==> src/sv/gpw_pkg.sv <==
`default_nettype none
// ----------------------------------------------------------------------------
// gpw_pkg
// Shared types and constants for the grid path to waypoint converter.
// ----------------------------------------------------------------------------
package gpw_pkg;

    localparam int OUT_BITS   = 20;
    localparam int CFG_BITS   = 8;
    localparam int CFG_IDX_BITS = 1;

    typedef enum logic [CFG_IDX_BITS-1:0] {
        CFG_CELL_SIZE = 1'b0,
        CFG_HALF_CELL = 1'b1
    } cfg_idx_t;

    localparam logic [CFG_BITS-1:0] CELL_SIZE_RST = 8'd32;
    localparam logic [CFG_BITS-1:0] HALF_CELL_RST = 8'd16;

    localparam logic KIND_CORNER = 1'b0;
    localparam logic KIND_CENTER = 1'b1;

    typedef struct packed {
        logic [CFG_BITS-1:0] cell_size;
        logic [CFG_BITS-1:0] half_cell;
    } cfg_t;

endpackage
`default_nettype wire

==> src/sv/gpw_queue.sv <==
`default_nettype none
// ----------------------------------------------------------------------------
// gpw_queue
// Four-entry step queue between the front and back ends.
// ----------------------------------------------------------------------------
module gpw_queue #(
    parameter int WIDTH = 50
) (
    input  wire logic             clk,
    input  wire logic             rst_n,
    input  wire logic             push_valid,
    input  wire logic [WIDTH-1:0] push_data,
    output logic                  full,
    input  wire logic             pop,
    output logic                  pop_valid,
    output logic [WIDTH-1:0]      pop_data
);
    localparam int DEPTH    = 4;
    localparam int PTR_BITS = $clog2(DEPTH);

    logic [WIDTH-1:0]    mem_reg [DEPTH];
    logic [PTR_BITS-1:0] wr_ptr_reg;
    logic [PTR_BITS-1:0] rd_ptr_reg;
    logic [PTR_BITS:0]   count_reg;
    logic                do_push;
    logic                do_pop;

    assign full      = (count_reg == (PTR_BITS+1)'(DEPTH));
    assign pop_valid = (count_reg != '0);
    assign pop_data  = mem_reg[rd_ptr_reg];
    assign do_push   = push_valid && !full;
    assign do_pop    = pop && pop_valid;

    always_ff @(posedge clk)
    begin
        if (do_push)
        begin
            mem_reg[wr_ptr_reg] <= push_data;
        end
    end

    always_ff @(posedge clk or negedge rst_n)
    begin
        if (!rst_n)
        begin
            wr_ptr_reg <= '0;
            rd_ptr_reg <= '0;
            count_reg  <= '0;
        end
        else
        begin
            if (do_push)
            begin
                wr_ptr_reg <= wr_ptr_reg + 1'b1;
            end
            if (do_pop)
            begin
                rd_ptr_reg <= rd_ptr_reg + 1'b1;
            end
            unique case ({do_push, do_pop})
                2'b10:   count_reg <= count_reg + 1'b1;
                2'b01:   count_reg <= count_reg - 1'b1;
                default: count_reg <= count_reg;
            endcase
        end
    end

endmodule
`default_nettype wire

==> src/sv/gpw_front.sv <==
`default_nettype none
// ----------------------------------------------------------------------------
// gpw_front
// Accepts path cells, tracks the two previous cells and decides which steps
// are kept; kept steps go to the queue one per cycle while it is not full.
// ----------------------------------------------------------------------------
module gpw_front #(
    parameter int CELL_COORD_BITS = 12
) (
    input  wire logic                       clk,
    input  wire logic                       rst_n,
    input  wire logic                       in_valid,
    output logic                            in_stall,
    input  wire logic [CELL_COORD_BITS-1:0] cell_x,
    input  wire logic [CELL_COORD_BITS-1:0] cell_y,
    input  wire logic                       is_last,
    input  wire logic                       q_full,
    output logic                            push_valid,
    output logic [4*CELL_COORD_BITS+1:0]    push_data
);
    localparam int N = CELL_COORD_BITS;

    typedef struct packed {
        logic [N-1:0] corner_x;
        logic [N-1:0] corner_y;
        logic [N-1:0] to_x;
        logic [N-1:0] to_y;
        logic         diag;
        logic         last;
    } step_t;

    logic [N-1:0] prev_x_reg;
    logic [N-1:0] prev_y_reg;
    logic [N-1:0] older_x_reg;
    logic [N-1:0] older_y_reg;
    logic [1:0]   cells_seen_reg;
    logic         pend_valid_reg;
    step_t        pend_reg;

    logic         acc;
    logic         same_delta;
    logic         a_valid;
    logic         b_valid;
    step_t        a_step;
    step_t        b_step;
    logic [N:0]   d1x;
    logic [N:0]   d1y;
    logic [N:0]   d2x;
    logic [N:0]   d2y;

    assign in_stall = pend_valid_reg || q_full;
    assign acc      = in_valid && !in_stall;

    always_comb
    begin
        d1x = {1'b0, prev_x_reg} - {1'b0, older_x_reg};
        d1y = {1'b0, prev_y_reg} - {1'b0, older_y_reg};
        d2x = {1'b0, cell_x} - {1'b0, prev_x_reg};
        d2y = {1'b0, cell_y} - {1'b0, prev_y_reg};
        same_delta = (d1x == d2x) && (d1y == d2y);
        a_valid = (cells_seen_reg >= 2'd2) && !((cells_seen_reg == 2'd3) && same_delta);
        b_valid = is_last && (cells_seen_reg != 2'd0);

        a_step.corner_x = (older_x_reg > prev_x_reg) ? older_x_reg : prev_x_reg;
        a_step.corner_y = (older_y_reg > prev_y_reg) ? older_y_reg : prev_y_reg;
        a_step.to_x     = prev_x_reg;
        a_step.to_y     = prev_y_reg;
        a_step.diag     = (older_x_reg != prev_x_reg) && (older_y_reg != prev_y_reg);
        a_step.last     = 1'b0;

        b_step.corner_x = (prev_x_reg > cell_x) ? prev_x_reg : cell_x;
        b_step.corner_y = (prev_y_reg > cell_y) ? prev_y_reg : cell_y;
        b_step.to_x     = cell_x;
        b_step.to_y     = cell_y;
        b_step.diag     = (prev_x_reg != cell_x) && (prev_y_reg != cell_y);
        b_step.last     = 1'b1;
    end

    assign push_valid = pend_valid_reg || (acc && (a_valid || b_valid));
    assign push_data  = pend_valid_reg ? pend_reg : (a_valid ? a_step : b_step);

    always_ff @(posedge clk)
    begin
        if (acc)
        begin
            pend_reg <= b_step;
        end
    end

    always_ff @(posedge clk or negedge rst_n)
    begin
        if (!rst_n)
        begin
            prev_x_reg     <= '0;
            prev_y_reg     <= '0;
            older_x_reg    <= '0;
            older_y_reg    <= '0;
            cells_seen_reg <= 2'd0;
            pend_valid_reg <= 1'b0;
        end
        else
        begin
            if (pend_valid_reg && !q_full)
            begin
                pend_valid_reg <= 1'b0;
            end
            if (acc)
            begin
                pend_valid_reg <= a_valid && b_valid;
                older_x_reg    <= prev_x_reg;
                older_y_reg    <= prev_y_reg;
                prev_x_reg     <= cell_x;
                prev_y_reg     <= cell_y;
                if (is_last)
                begin
                    cells_seen_reg <= 2'd0;
                end
                else if (cells_seen_reg != 2'd3)
                begin
                    cells_seen_reg <= cells_seen_reg + 2'd1;
                end
            end
        end
    end

endmodule
`default_nettype wire

==> src/sv/gpw_back.sv <==
`default_nettype none
// ----------------------------------------------------------------------------
// gpw_back
// Turns queued steps into waypoints: corner point for diagonal steps, then
// the scaled cell centre. Multiply stage, then offset added in the output register.
// ----------------------------------------------------------------------------
module gpw_back #(
    parameter int CELL_COORD_BITS = 12
) (
    input  wire logic                         clk,
    input  wire logic                         rst_n,
    input  wire gpw_pkg::cfg_t                cfg,
    input  wire logic                         q_valid,
    input  wire logic [4*CELL_COORD_BITS+1:0] q_data,
    output logic                              q_pop,
    output logic                              out_valid,
    input  wire logic                         out_stall,
    output logic [gpw_pkg::OUT_BITS-1:0]      out_x,
    output logic [gpw_pkg::OUT_BITS-1:0]      out_y,
    output logic                              point_kind,
    output logic                              last_of_path
);
    import gpw_pkg::*;

    localparam int N        = CELL_COORD_BITS;
    localparam int MUL_BITS = (N + CFG_BITS > OUT_BITS) ? N + CFG_BITS : OUT_BITS;

    typedef struct packed {
        logic [N-1:0] corner_x;
        logic [N-1:0] corner_y;
        logic [N-1:0] to_x;
        logic [N-1:0] to_y;
        logic         diag;
        logic         last;
    } step_t;

    typedef enum logic {
        PH_CORNER,
        PH_CENTER
    } phase_t;

    step_t                cur_reg;
    logic                 cur_valid_reg;
    phase_t               phase_reg;

    logic                 prod_valid_reg;
    logic [OUT_BITS-1:0]  prod_x_reg;
    logic [OUT_BITS-1:0]  prod_y_reg;
    logic                 prod_kind_reg;
    logic                 prod_last_reg;

    logic                 out_valid_reg;
    logic [OUT_BITS-1:0]  out_x_reg;
    logic [OUT_BITS-1:0]  out_y_reg;
    logic                 out_kind_reg;
    logic                 out_last_reg;

    logic                 out_free;
    logic                 prod_free;
    logic                 emit;
    logic                 emit_corner;
    logic                 cur_done;
    logic [N-1:0]         sel_x;
    logic [N-1:0]         sel_y;
    logic [MUL_BITS-1:0]  mul_x;
    logic [MUL_BITS-1:0]  mul_y;
    logic [OUT_BITS-1:0]  offset;

    assign out_free    = !out_valid_reg || !out_stall;
    assign prod_free   = !prod_valid_reg || out_free;
    assign emit        = cur_valid_reg && prod_free;
    assign emit_corner = cur_reg.diag && (phase_reg == PH_CORNER);
    assign cur_done    = emit && !emit_corner;
    assign q_pop       = q_valid && (!cur_valid_reg || cur_done);

    assign sel_x = emit_corner ? cur_reg.corner_x : cur_reg.to_x;
    assign sel_y = emit_corner ? cur_reg.corner_y : cur_reg.to_y;
    assign mul_x = MUL_BITS'(sel_x) * MUL_BITS'(cfg.cell_size);
    assign mul_y = MUL_BITS'(sel_y) * MUL_BITS'(cfg.cell_size);
    assign offset = (prod_kind_reg == KIND_CENTER) ? OUT_BITS'(cfg.half_cell) : '0;

    assign out_valid    = out_valid_reg;
    assign out_x        = out_x_reg;
    assign out_y        = out_y_reg;
    assign point_kind   = out_kind_reg;
    assign last_of_path = out_last_reg;

    always_ff @(posedge clk)
    begin
        if (q_pop)
        begin
            cur_reg <= q_data;
        end
        if (prod_free)
        begin
            prod_x_reg    <= mul_x[OUT_BITS-1:0];
            prod_y_reg    <= mul_y[OUT_BITS-1:0];
            prod_kind_reg <= emit_corner ? KIND_CORNER : KIND_CENTER;
            prod_last_reg <= !emit_corner && cur_reg.last;
        end
        if (out_free)
        begin
            out_x_reg    <= prod_x_reg + offset;
            out_y_reg    <= prod_y_reg + offset;
            out_kind_reg <= prod_kind_reg;
            out_last_reg <= prod_last_reg;
        end
    end

    always_ff @(posedge clk or negedge rst_n)
    begin
        if (!rst_n)
        begin
            cur_valid_reg  <= 1'b0;
            phase_reg      <= PH_CORNER;
            prod_valid_reg <= 1'b0;
            out_valid_reg  <= 1'b0;
        end
        else
        begin
            if (q_pop)
            begin
                cur_valid_reg <= 1'b1;
                phase_reg     <= PH_CORNER;
            end
            else if (cur_done)
            begin
                cur_valid_reg <= 1'b0;
            end
            else if (emit)
            begin
                phase_reg <= PH_CENTER;
            end
            if (prod_free)
            begin
                prod_valid_reg <= emit;
            end
            if (out_free)
            begin
                out_valid_reg <= prod_valid_reg;
            end
        end
    end

endmodule
`default_nettype wire

==> src/sv/grid_path_to_waypoints_core.sv <==
`default_nettype none
// ----------------------------------------------------------------------------
// grid_path_to_waypoints_core
// Throughput: one item per cycle into a 4-entry step queue while in_stall is low;
// a last cell that settles two steps stalls input while its second is pushed.
// The back end emits one waypoint per cycle unless out_stall (one waypoint per
// straight step, two per diagonal), which sets the sustained rate.
// Reset: async active-low; clears path history, queue and pipeline valids,
// cell_size to 32 and half_cell to 16.
// ----------------------------------------------------------------------------
module grid_path_to_waypoints_core #(
    parameter int CELL_COORD_BITS = 12
) (
    input  wire logic                             clk,
    input  wire logic                             rst_n,
    input  wire logic                             cfg_wr_en,
    input  wire logic [gpw_pkg::CFG_IDX_BITS-1:0] cfg_index,
    input  wire logic [gpw_pkg::CFG_BITS-1:0]     cfg_data,
    input  wire logic                             in_valid,
    output logic                                  in_stall,
    input  wire logic [CELL_COORD_BITS-1:0]       cell_x,
    input  wire logic [CELL_COORD_BITS-1:0]       cell_y,
    input  wire logic                             is_last,
    output logic                                  out_valid,
    input  wire logic                             out_stall,
    output logic [gpw_pkg::OUT_BITS-1:0]          out_x,
    output logic [gpw_pkg::OUT_BITS-1:0]          out_y,
    output logic                                  point_kind,
    output logic                                  last_of_path
);
    import gpw_pkg::*;

    localparam int STEP_BITS = 4 * CELL_COORD_BITS + 2;

    cfg_t                 cfg_reg;
    logic                 q_full;
    logic                 push_valid;
    logic [STEP_BITS-1:0] push_data;
    logic                 q_pop;
    logic                 q_valid;
    logic [STEP_BITS-1:0] q_data;

    always_ff @(posedge clk or negedge rst_n)
    begin
        if (!rst_n)
        begin
            cfg_reg.cell_size <= CELL_SIZE_RST;
            cfg_reg.half_cell <= HALF_CELL_RST;
        end
        else if (cfg_wr_en)
        begin
            unique case (cfg_idx_t'(cfg_index))
                CFG_CELL_SIZE: cfg_reg.cell_size <= cfg_data;
                CFG_HALF_CELL: cfg_reg.half_cell <= cfg_data;
                default:       cfg_reg <= cfg_reg;
            endcase
        end
    end

    gpw_front #(
        .CELL_COORD_BITS(CELL_COORD_BITS)
    ) u_front (
        .clk        (clk),
        .rst_n      (rst_n),
        .in_valid   (in_valid),
        .in_stall   (in_stall),
        .cell_x     (cell_x),
        .cell_y     (cell_y),
        .is_last    (is_last),
        .q_full     (q_full),
        .push_valid (push_valid),
        .push_data  (push_data)
    );

    gpw_queue #(
        .WIDTH(STEP_BITS)
    ) u_queue (
        .clk        (clk),
        .rst_n      (rst_n),
        .push_valid (push_valid),
        .push_data  (push_data),
        .full       (q_full),
        .pop        (q_pop),
        .pop_valid  (q_valid),
        .pop_data   (q_data)
    );

    gpw_back #(
        .CELL_COORD_BITS(CELL_COORD_BITS)
    ) u_back (
        .clk          (clk),
        .rst_n        (rst_n),
        .cfg          (cfg_reg),
        .q_valid      (q_valid),
        .q_data       (q_data),
        .q_pop        (q_pop),
        .out_valid    (out_valid),
        .out_stall    (out_stall),
        .out_x        (out_x),
        .out_y        (out_y),
        .point_kind   (point_kind),
        .last_of_path (last_of_path)
    );

endmodule
`default_nettype wire
==> config.mk <==
export PLATFORM = sky130hd
export DESIGN_NAME = grid_path_to_waypoints_core
export DESIGN_NICKNAME = d
export VERILOG_FILES = /design/src/sv/gpw_pkg.sv /design/src/sv/gpw_queue.sv /design/src/sv/gpw_front.sv /design/src/sv/gpw_back.sv /design/src/sv/grid_path_to_waypoints_core.sv
export SDC_FILE = /design/constraint.sdc
export NUM_CORES = 1
export LEC_CHECK = 0
export BUFFER_PORTS_ARGS = -buffer_cell sky130_fd_sc_hd__buf_2
export CORE_ASPECT_RATIO = 0.8
export CORE_UTILIZATION = 45
export DETAILED_ROUTE_END_ITERATION = 6
export PLACE_DENSITY = 0.62
export SLEW_MARGIN = 20
export SYNTH_ARGS = -nofsm -noshare
export SYNTH_HDL_FRONTEND = slang
export SYNTH_SLANG_ARGS = --single-unit
==> constraint.sdc <==
create_clock -name clk -period 11.4 [get_ports clk]
set_input_delay 2.28 -clock clk [delete_from_list [all_inputs] [get_ports clk]]
set_output_delay 2.28 -clock clk [all_outputs]
set_load 0.1 [all_outputs]
== Word level (Yosys, flattened, before mapping) ==
Memories as Yosys holds them, arrays and structs flattened. A register that Yosys moved wholly into a read port is not among the register bits.
Cells that the tools add are included.
Widths: inputs -> output; s select.

* Latch bits: 0
* Memories: 1
* Input bits: 39
* Memory bits (read-only): 0
* Output and inout bits: 44
* Word-level logic and storage cells: 125
* RAM bits: 200
* Flip-flop bits (word level): 211

* Bitwise gates (word level): 2
* Shift-type cells: 0
* Reductions and logical operators: 42
* $mul: 2
* Order comparisons: 5
* Div/mod/pow operators: 0
* Muxes and demuxes: 22
* Equal/unequal tests: 12
* $add $sub $neg: 11

{| class="wikitable"
|+ Memory list
! memory !! depth !! bits a word !! rd ports !! clocked after Yosys merged registers in !! wr ports !! RTL line !! source
|-
| u_queue.mem_reg || 4 || 50 || 1 || 1 || 1 || gpw_queue.sv:21 || <nowiki>logic [WIDTH-1:0] mem_reg [DEPTH];</nowiki>
|}

{| class="wikitable"
|+ Operators with widths
! kind !! count
|-
| $mux 50 || 2
|-
| $mux 12 || 6
|-
| $sub 12x12->13 || 4
|-
| $gt 12x12->1 || 4
|-
| $ne 12x12->1 || 4
|-
| $add 20x20->20 || 2
|-
| $mul 12x8->20 || 2
|-
| $eq 13x13->1 || 2
|-
| $logic_and 1x1->1 || 17
|-
| $reduce_bool 2->1 || 6
|-
| $mux 1 || 10
|-
| $logic_not 1->1 || 8
|-
| $mux 8 || 1
|-
| $reduce_and 2->1 || 4
|-
| $add 2x1->2 const B || 3
|-
| $logic_or 1x1->1 || 6
|-
| $pmux 3 s2 || 1
|-
| $eq 2x2->1 const B || 2
|-
| $mux 2 || 2
|-
| $ne 2x2->1 const B || 2
|-
| $add 3x1->3 const B || 1
|-
| $eq 3x3->1 const B || 1
|-
| $reduce_bool 3->1 || 1
|-
| $sub 3x1->3 const B || 1
|-
| 3 further kinds || 4
|}

== Depth between registers and ports, before layout ==
* Depth after elaboration: 12
* Depth in mapped cells: 24

== Cells and area by module ==
From an unflattened synthesis, not the netlist that was laid out.

* Cells, all modules: 2393
* Area total of the unflattened synthesis: 28723.8 µm²

{| class="wikitable"
|+ Modules (own cells, without submodules)
! module !! cells an instance !! area each (µm²) !! times used
|-
| gpw_back || 1092 || 12077.8 || 1
|-
| gpw_front || 967 || 8299.2 || 1
|-
| gpw_queue || 299 || 7702.4 || 1
|-
| grid_path_to_waypoints_core || 35 || 644.4 || 1
|}

== Worst setup path before layout ==
OpenSTA, ideal clock, no wires.

* Path type: in2reg
* Start point: input out_stall
* End point: register u_queue.count_reg[2]
* Path slack: 3857 ps
* Required time: 11321 ps
* Stages on the path: 9
* Arrival: 7464 ps
* Buffers on the path: 0
* Library setup time: 79 ps
* Cell sequence: nand3_1 -> nand2_1 -> a21oi_1 -> ha_1 -> inv_1 -> fa_1 -> xor2_1 -> nor2_1 -> xor2_1

* Cells in the longest elaborated chain, start to end: 10
* Elaborated cells on any way between the ends: 12
* Classes of those cells: 2 x eq/ne; 1 x mux; 9 x reduce/logical

{| class="wikitable"
|+ RTL lines
! item !! RTL line !! source
|-
| from (decl) || grid_path_to_waypoints_core.sv:25 || <nowiki>input wire logic out_stall,</nowiki>
|-
| $logic_not 1->1 (*) || gpw_back.sv:69 || <nowiki>assign out_free = !out_valid_reg || !out_stall;</nowiki>
|-
| $logic_or 1x1->1 (*) || gpw_back.sv:69 ||
|-
| $logic_or 1x1->1 (*) || gpw_back.sv:70 || <nowiki>assign prod_free = !prod_valid_reg || out_free;</nowiki>
|-
| $logic_and 1x1->1 (*) || gpw_back.sv:71 || <nowiki>assign emit = cur_valid_reg && prod_free;</nowiki>
|-
| $logic_and 1x1->1 (*) || gpw_back.sv:73 || <nowiki>assign cur_done = emit && !emit_corner;</nowiki>
|-
| $logic_or 1x1->1 (*) || gpw_back.sv:74 || <nowiki>assign q_pop = q_valid && (!cur_valid_reg || cur_done);</nowiki>
|-
| $logic_and 1x1->1 (*) || gpw_back.sv:74 ||
|-
| via q_pop || grid_path_to_waypoints_core.sv:39 || <nowiki>logic q_pop;</nowiki>
|-
| $logic_and 1x1->1 (*) || gpw_queue.sv:32 || <nowiki>assign do_pop = pop && pop_valid;</nowiki>
|-
| $eq 2x1->1 / $eq 2x2->1 (equally long branches) || gpw_queue.sv:60 || <nowiki>unique case ({do_push, do_pop})</nowiki>
|-
| $pmux 3 s2 / $reduce_bool 2->1 (equally long branches) || -- ||
|-
| to (signal assigned) || gpw_queue.sv:61 || <nowiki>2'b10: count_reg <= count_reg + 1'b1;</nowiki>
|-
| to (signal assigned) || gpw_queue.sv:62 || <nowiki>2'b01: count_reg <= count_reg - 1'b1;</nowiki>
|-
| to (signal assigned) || gpw_queue.sv:63 || <nowiki>default: count_reg <= count_reg;</nowiki>
|-
| to (decl) || gpw_queue.sv:24 || <nowiki>logic [PTR_BITS:0] count_reg;</nowiki>
|}

Mark *: on every way through the listed nets, which the timed path passes. The rest lies on a longest branch.
A chain may end at the register's enable or synchronous reset.

== Worst setup path after layout ==
* Start point: register u_back.phase_reg
* End point: register u_back.prod_x_reg[19] (data pin)

* Cells in the longest elaborated chain, start to end: 4

{| class="wikitable"
|+ RTL lines
! item !! RTL line !! source
|-
| from (decl) || gpw_back.sv:44 || <nowiki>phase_t phase_reg;</nowiki>
|-
| from (signal assigned) || gpw_back.sv:115 || <nowiki>phase_reg <= PH_CORNER;</nowiki>
|-
| from (signal assigned) || gpw_back.sv:124 || <nowiki>phase_reg <= PH_CORNER;</nowiki>
|-
| from (signal assigned) || gpw_back.sv:132 || <nowiki>phase_reg <= PH_CENTER;</nowiki>
|-
| $not 1->1 || gpw_back.sv:72 || <nowiki>assign emit_corner = cur_reg.diag && (phase_reg == PH_CORNER);</nowiki>
|-
| $logic_and 1x1->1 || gpw_back.sv:72 ||
|-
| $mux 12 || gpw_back.sv:76 || <nowiki>assign sel_x = emit_corner ? cur_reg.corner_x : cur_reg.to_x;</nowiki>
|-
| $mul 12x8->20 || gpw_back.sv:78 || <nowiki>assign mul_x = MUL_BITS'(sel_x) * MUL_BITS'(cfg.cell_size);</nowiki>
|-
| via u_back.mul_x[19] || gpw_back.sv:65 || <nowiki>logic [MUL_BITS-1:0] mul_x;</nowiki>
|-
| to (signal assigned) || gpw_back.sv:96 || <nowiki>prod_x_reg <= mul_x[OUT_BITS-1:0];</nowiki>
|-
| to (decl) || gpw_back.sv:47 || <nowiki>logic [OUT_BITS-1:0] prod_x_reg;</nowiki>
|}

The timed path passes the listed nets, and every way through them passes these cells.

==> flow_metrics.py <==
metrics = {
    "routing": {
        "wire_per_inst_um": 19.1,
        "highest_layer": "met5",
        "dr_wl_met3_mm": 3.08,
        "wl_met2_mm": 27.4,
        "drt-total-wl_mm": 60.0,
        "drc": 0,
        "drtAntennaViolNets": 0,
        "drt_iter0_markers": 929,
        "drtPass1Iterations": 5,
        "met1_length_mm": 28.0,
        "drt-vias-per-instance": 5.39,
        "vias": 16900,
    },
    "die": {
        "start_util": 0.456,
        "fp-row-count": 80,
        "die-area_um2": 61500,
        "pin_count": 83,
        "die_width_um": 277,
        "coreArea_um2": 59700,
        "die_y_um": 222,
    },
    "grt": {
        "antenna_found_initial": 1,
        "grt_max_degree": 93,
        "grt_pass1_wl_mm": 96.3,
        "grt_pass1_vias": 17300,
        "grtUsageTotal": 0.200,
        "grt_overflow_total": 0,
    },
    "worst_setup_path": {
        "rr_startpoint": "u_back.phase_reg",
        "startpoint_type": "flip-flop",
        "worstPathMaxFanout": 19,
        "crit_type": "flip-flop to flip-flop",
        "required_ns": 11.74,
        "worstPathArrival_ns": 6.95,
        "crit_start": "u_back.phase_reg",
        "crit_top_cell": "fa_1",
        "cp-end-kind": "flip-flop",
        "path_cells": "nor2b_2 > buf_4 > inv_2 > mux2i_1 > nor2b_1 > fa_1 > inv_1 > fa_1 > fa_1 > inv_1 > fa_1 > ha_1 > o21ai_0 > a21boi_0 > o21a_1 > o21ai_0 > nand2b_1 > a41o_1 > o31ai_1 > o2111ai_1 > a21oi_1 > xnor2_1",
        "crit_slowest_cell": "mux2i_1",
        "critPathMaxStageDelay_ns": 0.64,
    },
    "cts": {
        "clock_sinks": 461,
        "clockBufferDepth": 3,
        "clock_latency_ns": 0.61,
        "cts_setup_buffers": 0,
        "path_clk_slew_ns": 0.06,
        "cts-resized-gates": 0,
        "cts_buffers": 49,
        "root_buffer": "clkbuf_16",
        "htreeDepth": 2,
        "hold_buffers": 0,
        "cts_tree": "done",
    },
    "timing": {
        "relSlewSlack": 0.250,
        "period_share": 0.580,
        "drv_slew": 0,
        "max_freq_ghz": 0.151,
        "period_minus_slack_ns": 6.61,
        "setup_viol": 0,
        "rsz0062_at_grt": "no",
        "worst_pin_slew_ns": 1.11,
        "fin_tns_setup_ns": 0,
        "finClkSkew_ns": 0.0435,
        "final_hold_viol_count": 0,
    },
    "min_path": {
        "min_from": "u_back.prod_last_reg",
        "hp-class": "flip-flop to flip-flop",
    },
    "place": {
        "place_congestion": 0.883,
        "portBuffers": 82,
        "hpwl_mm": 42.1,
    },
    "synthesis": {
        "synth_most_common_cell": "edfxtp_1",
        "yosys_warnings": 0,
        "synth_top_cell_by_area": "edfxtp_1",
        "synth.ff_latch_count": 461,
        "syn_nets": 2559,
        "postSynth.asyncResetShare": 0.169,
        "synth_top_cell_area_share": 0.423,
        "yosysSeqAreaShare": 0.495,
        "syn_inst": 2241,
        "synth_cell_types": 68,
        "synth_ff_type": "edfxtp_1",
        "synth_area_leaders": "edfxtp_1 42%, fa_1 9.3%, dfrtp_1 7.0%",
        "synthTopCellsByCount": "383 x edfxtp_1, 244 x nand2_1, 232 x inv_1",
        "syn_area_um2": 27200,
        "synth_edf_count": 383,
        "avgSynthCellArea_um2": 12.1,
    },
    "job": {
        "max-cap-violations": 0,
    },
    "layout": {
        "fill_cells": 5212,
        "nets": 2638,
        "syn2layout_area_growth_pct": 10.7,
        "layout-drive-gt1-share": 0.122,
        "largest_reg_flops": 200,
        "diodes": 0,
    },
    "run_status": {
        "status": "finished clean",
    },
}
-- routing by layer --
metal  global-route usage  vias up
met5                    0        -
met4               0.0579        2
met3               0.0349       88
met2                0.319      379
met1                0.281     8443
li1                     -     8000
-- cell type report --
type | count | area [um2] | area share
well taps | 779 | 975 | 0.0324
flip-flops and latches | 461 | 13500 | 0.447
repair buffers | 101 | 576 | 0.0191
inverters | 233 | 875 | 0.0290
clock buffers | 68 | 1340 | 0.0444
clock inverters | 23 | 268 | 0.00889
multi-input cells | 1474 | 12600 | 0.419
-- stage by stage --
step	hold slack [ns]	area, um2	utilization	setup slack, ns	instances
2_1_floorplan	0.400	27200	-	3.86	2241
3_3_place_gp	0.423	28500	0.478	4.62	3047
3_5_place_dp	0.416	28500	0.478	4.60	3047
4_1_cts	0.436	30100	0.505	4.73	3138
5_1_grt	0.447	30100	0.505	4.14	3139
6_report	0.437	30100	0.505	4.79	3139
-- worst max-delay path: cells and delay by family, from the launching register on --
family | cells | cell delay, ns
mux | 1 | 0.64
fa+ha+maj | 5 | 2.15
buf+inv | 4 | 0.70
flops | 1 | 0.41
xor+xnor | 1 | 0.08
compound gates | 8 | 1.85
simple gates | 3 | 0.54
-- worst paths after layout --
check	end	slack [ns]	cells past startpoint
max in group asynchronous	u_queue.rd_ptr_reg[0]	8.59	2
worst min register to register	u_back.last_of_path	0.44	0
worst min-delay path	u_back.last_of_path	0.44	0
worst max register to register	u_back.prod_x_reg[19]	4.79	22
worst max-delay path	u_back.prod_x_reg[19]	4.79	22
min in group asynchronous	u_front.older_x_reg[1]	1.60	1
-- cell usage in the layout, fill, tap and decap left out, drive strengths merged, types with 6 or more instances in the layout --
cell type / Yosys / layout
a21boi: 6 / 6
a21o: 25 / 25
a21oi: 67 / 67
a31oi: 20 / 20
and2: 74 / 74
and3: 17 / 17
buf: 14 / 101
clkbuf: 59 / 68
clkinv: 0 / 13
dfrtp: 76 / 76
edfxtp: 383 / 383
fa: 127 / 127
ha: 152 / 152
inv: 233 / 235
mux2: 40 / 40
mux2i: 39 / 39
mux4: 50 / 50
nand2: 244 / 244
nand2b: 26 / 26
nand3: 32 / 32
nand3b: 6 / 6
nand4: 11 / 11
nor2: 58 / 58
nor2b: 98 / 98
nor3: 18 / 18
o211ai: 20 / 20
o21a: 8 / 8
o21ai: 141 / 141
o21bai: 6 / 6
or3: 20 / 20
xnor2: 74 / 74
xor2: 38 / 38
-- logic make-up after synthesis --
logic type / Yosys count / synth area share
flip-flops: 461 / 0.495
AND/OR/NAND/NOR: 619 / 0.114
adder cells (fa/ha/maj): 279 / 0.163
buffers and inverters: 306 / 0.0430
AO/OA/AOI/OAI: 331 / 0.0734
multiplexers: 129 / 0.0723
XOR/XNOR: 116 / 0.0394
Power is left out: the tool's default activity adds up to more than one toggle a clock period on the data nets, which glitch-free logic cannot reach.
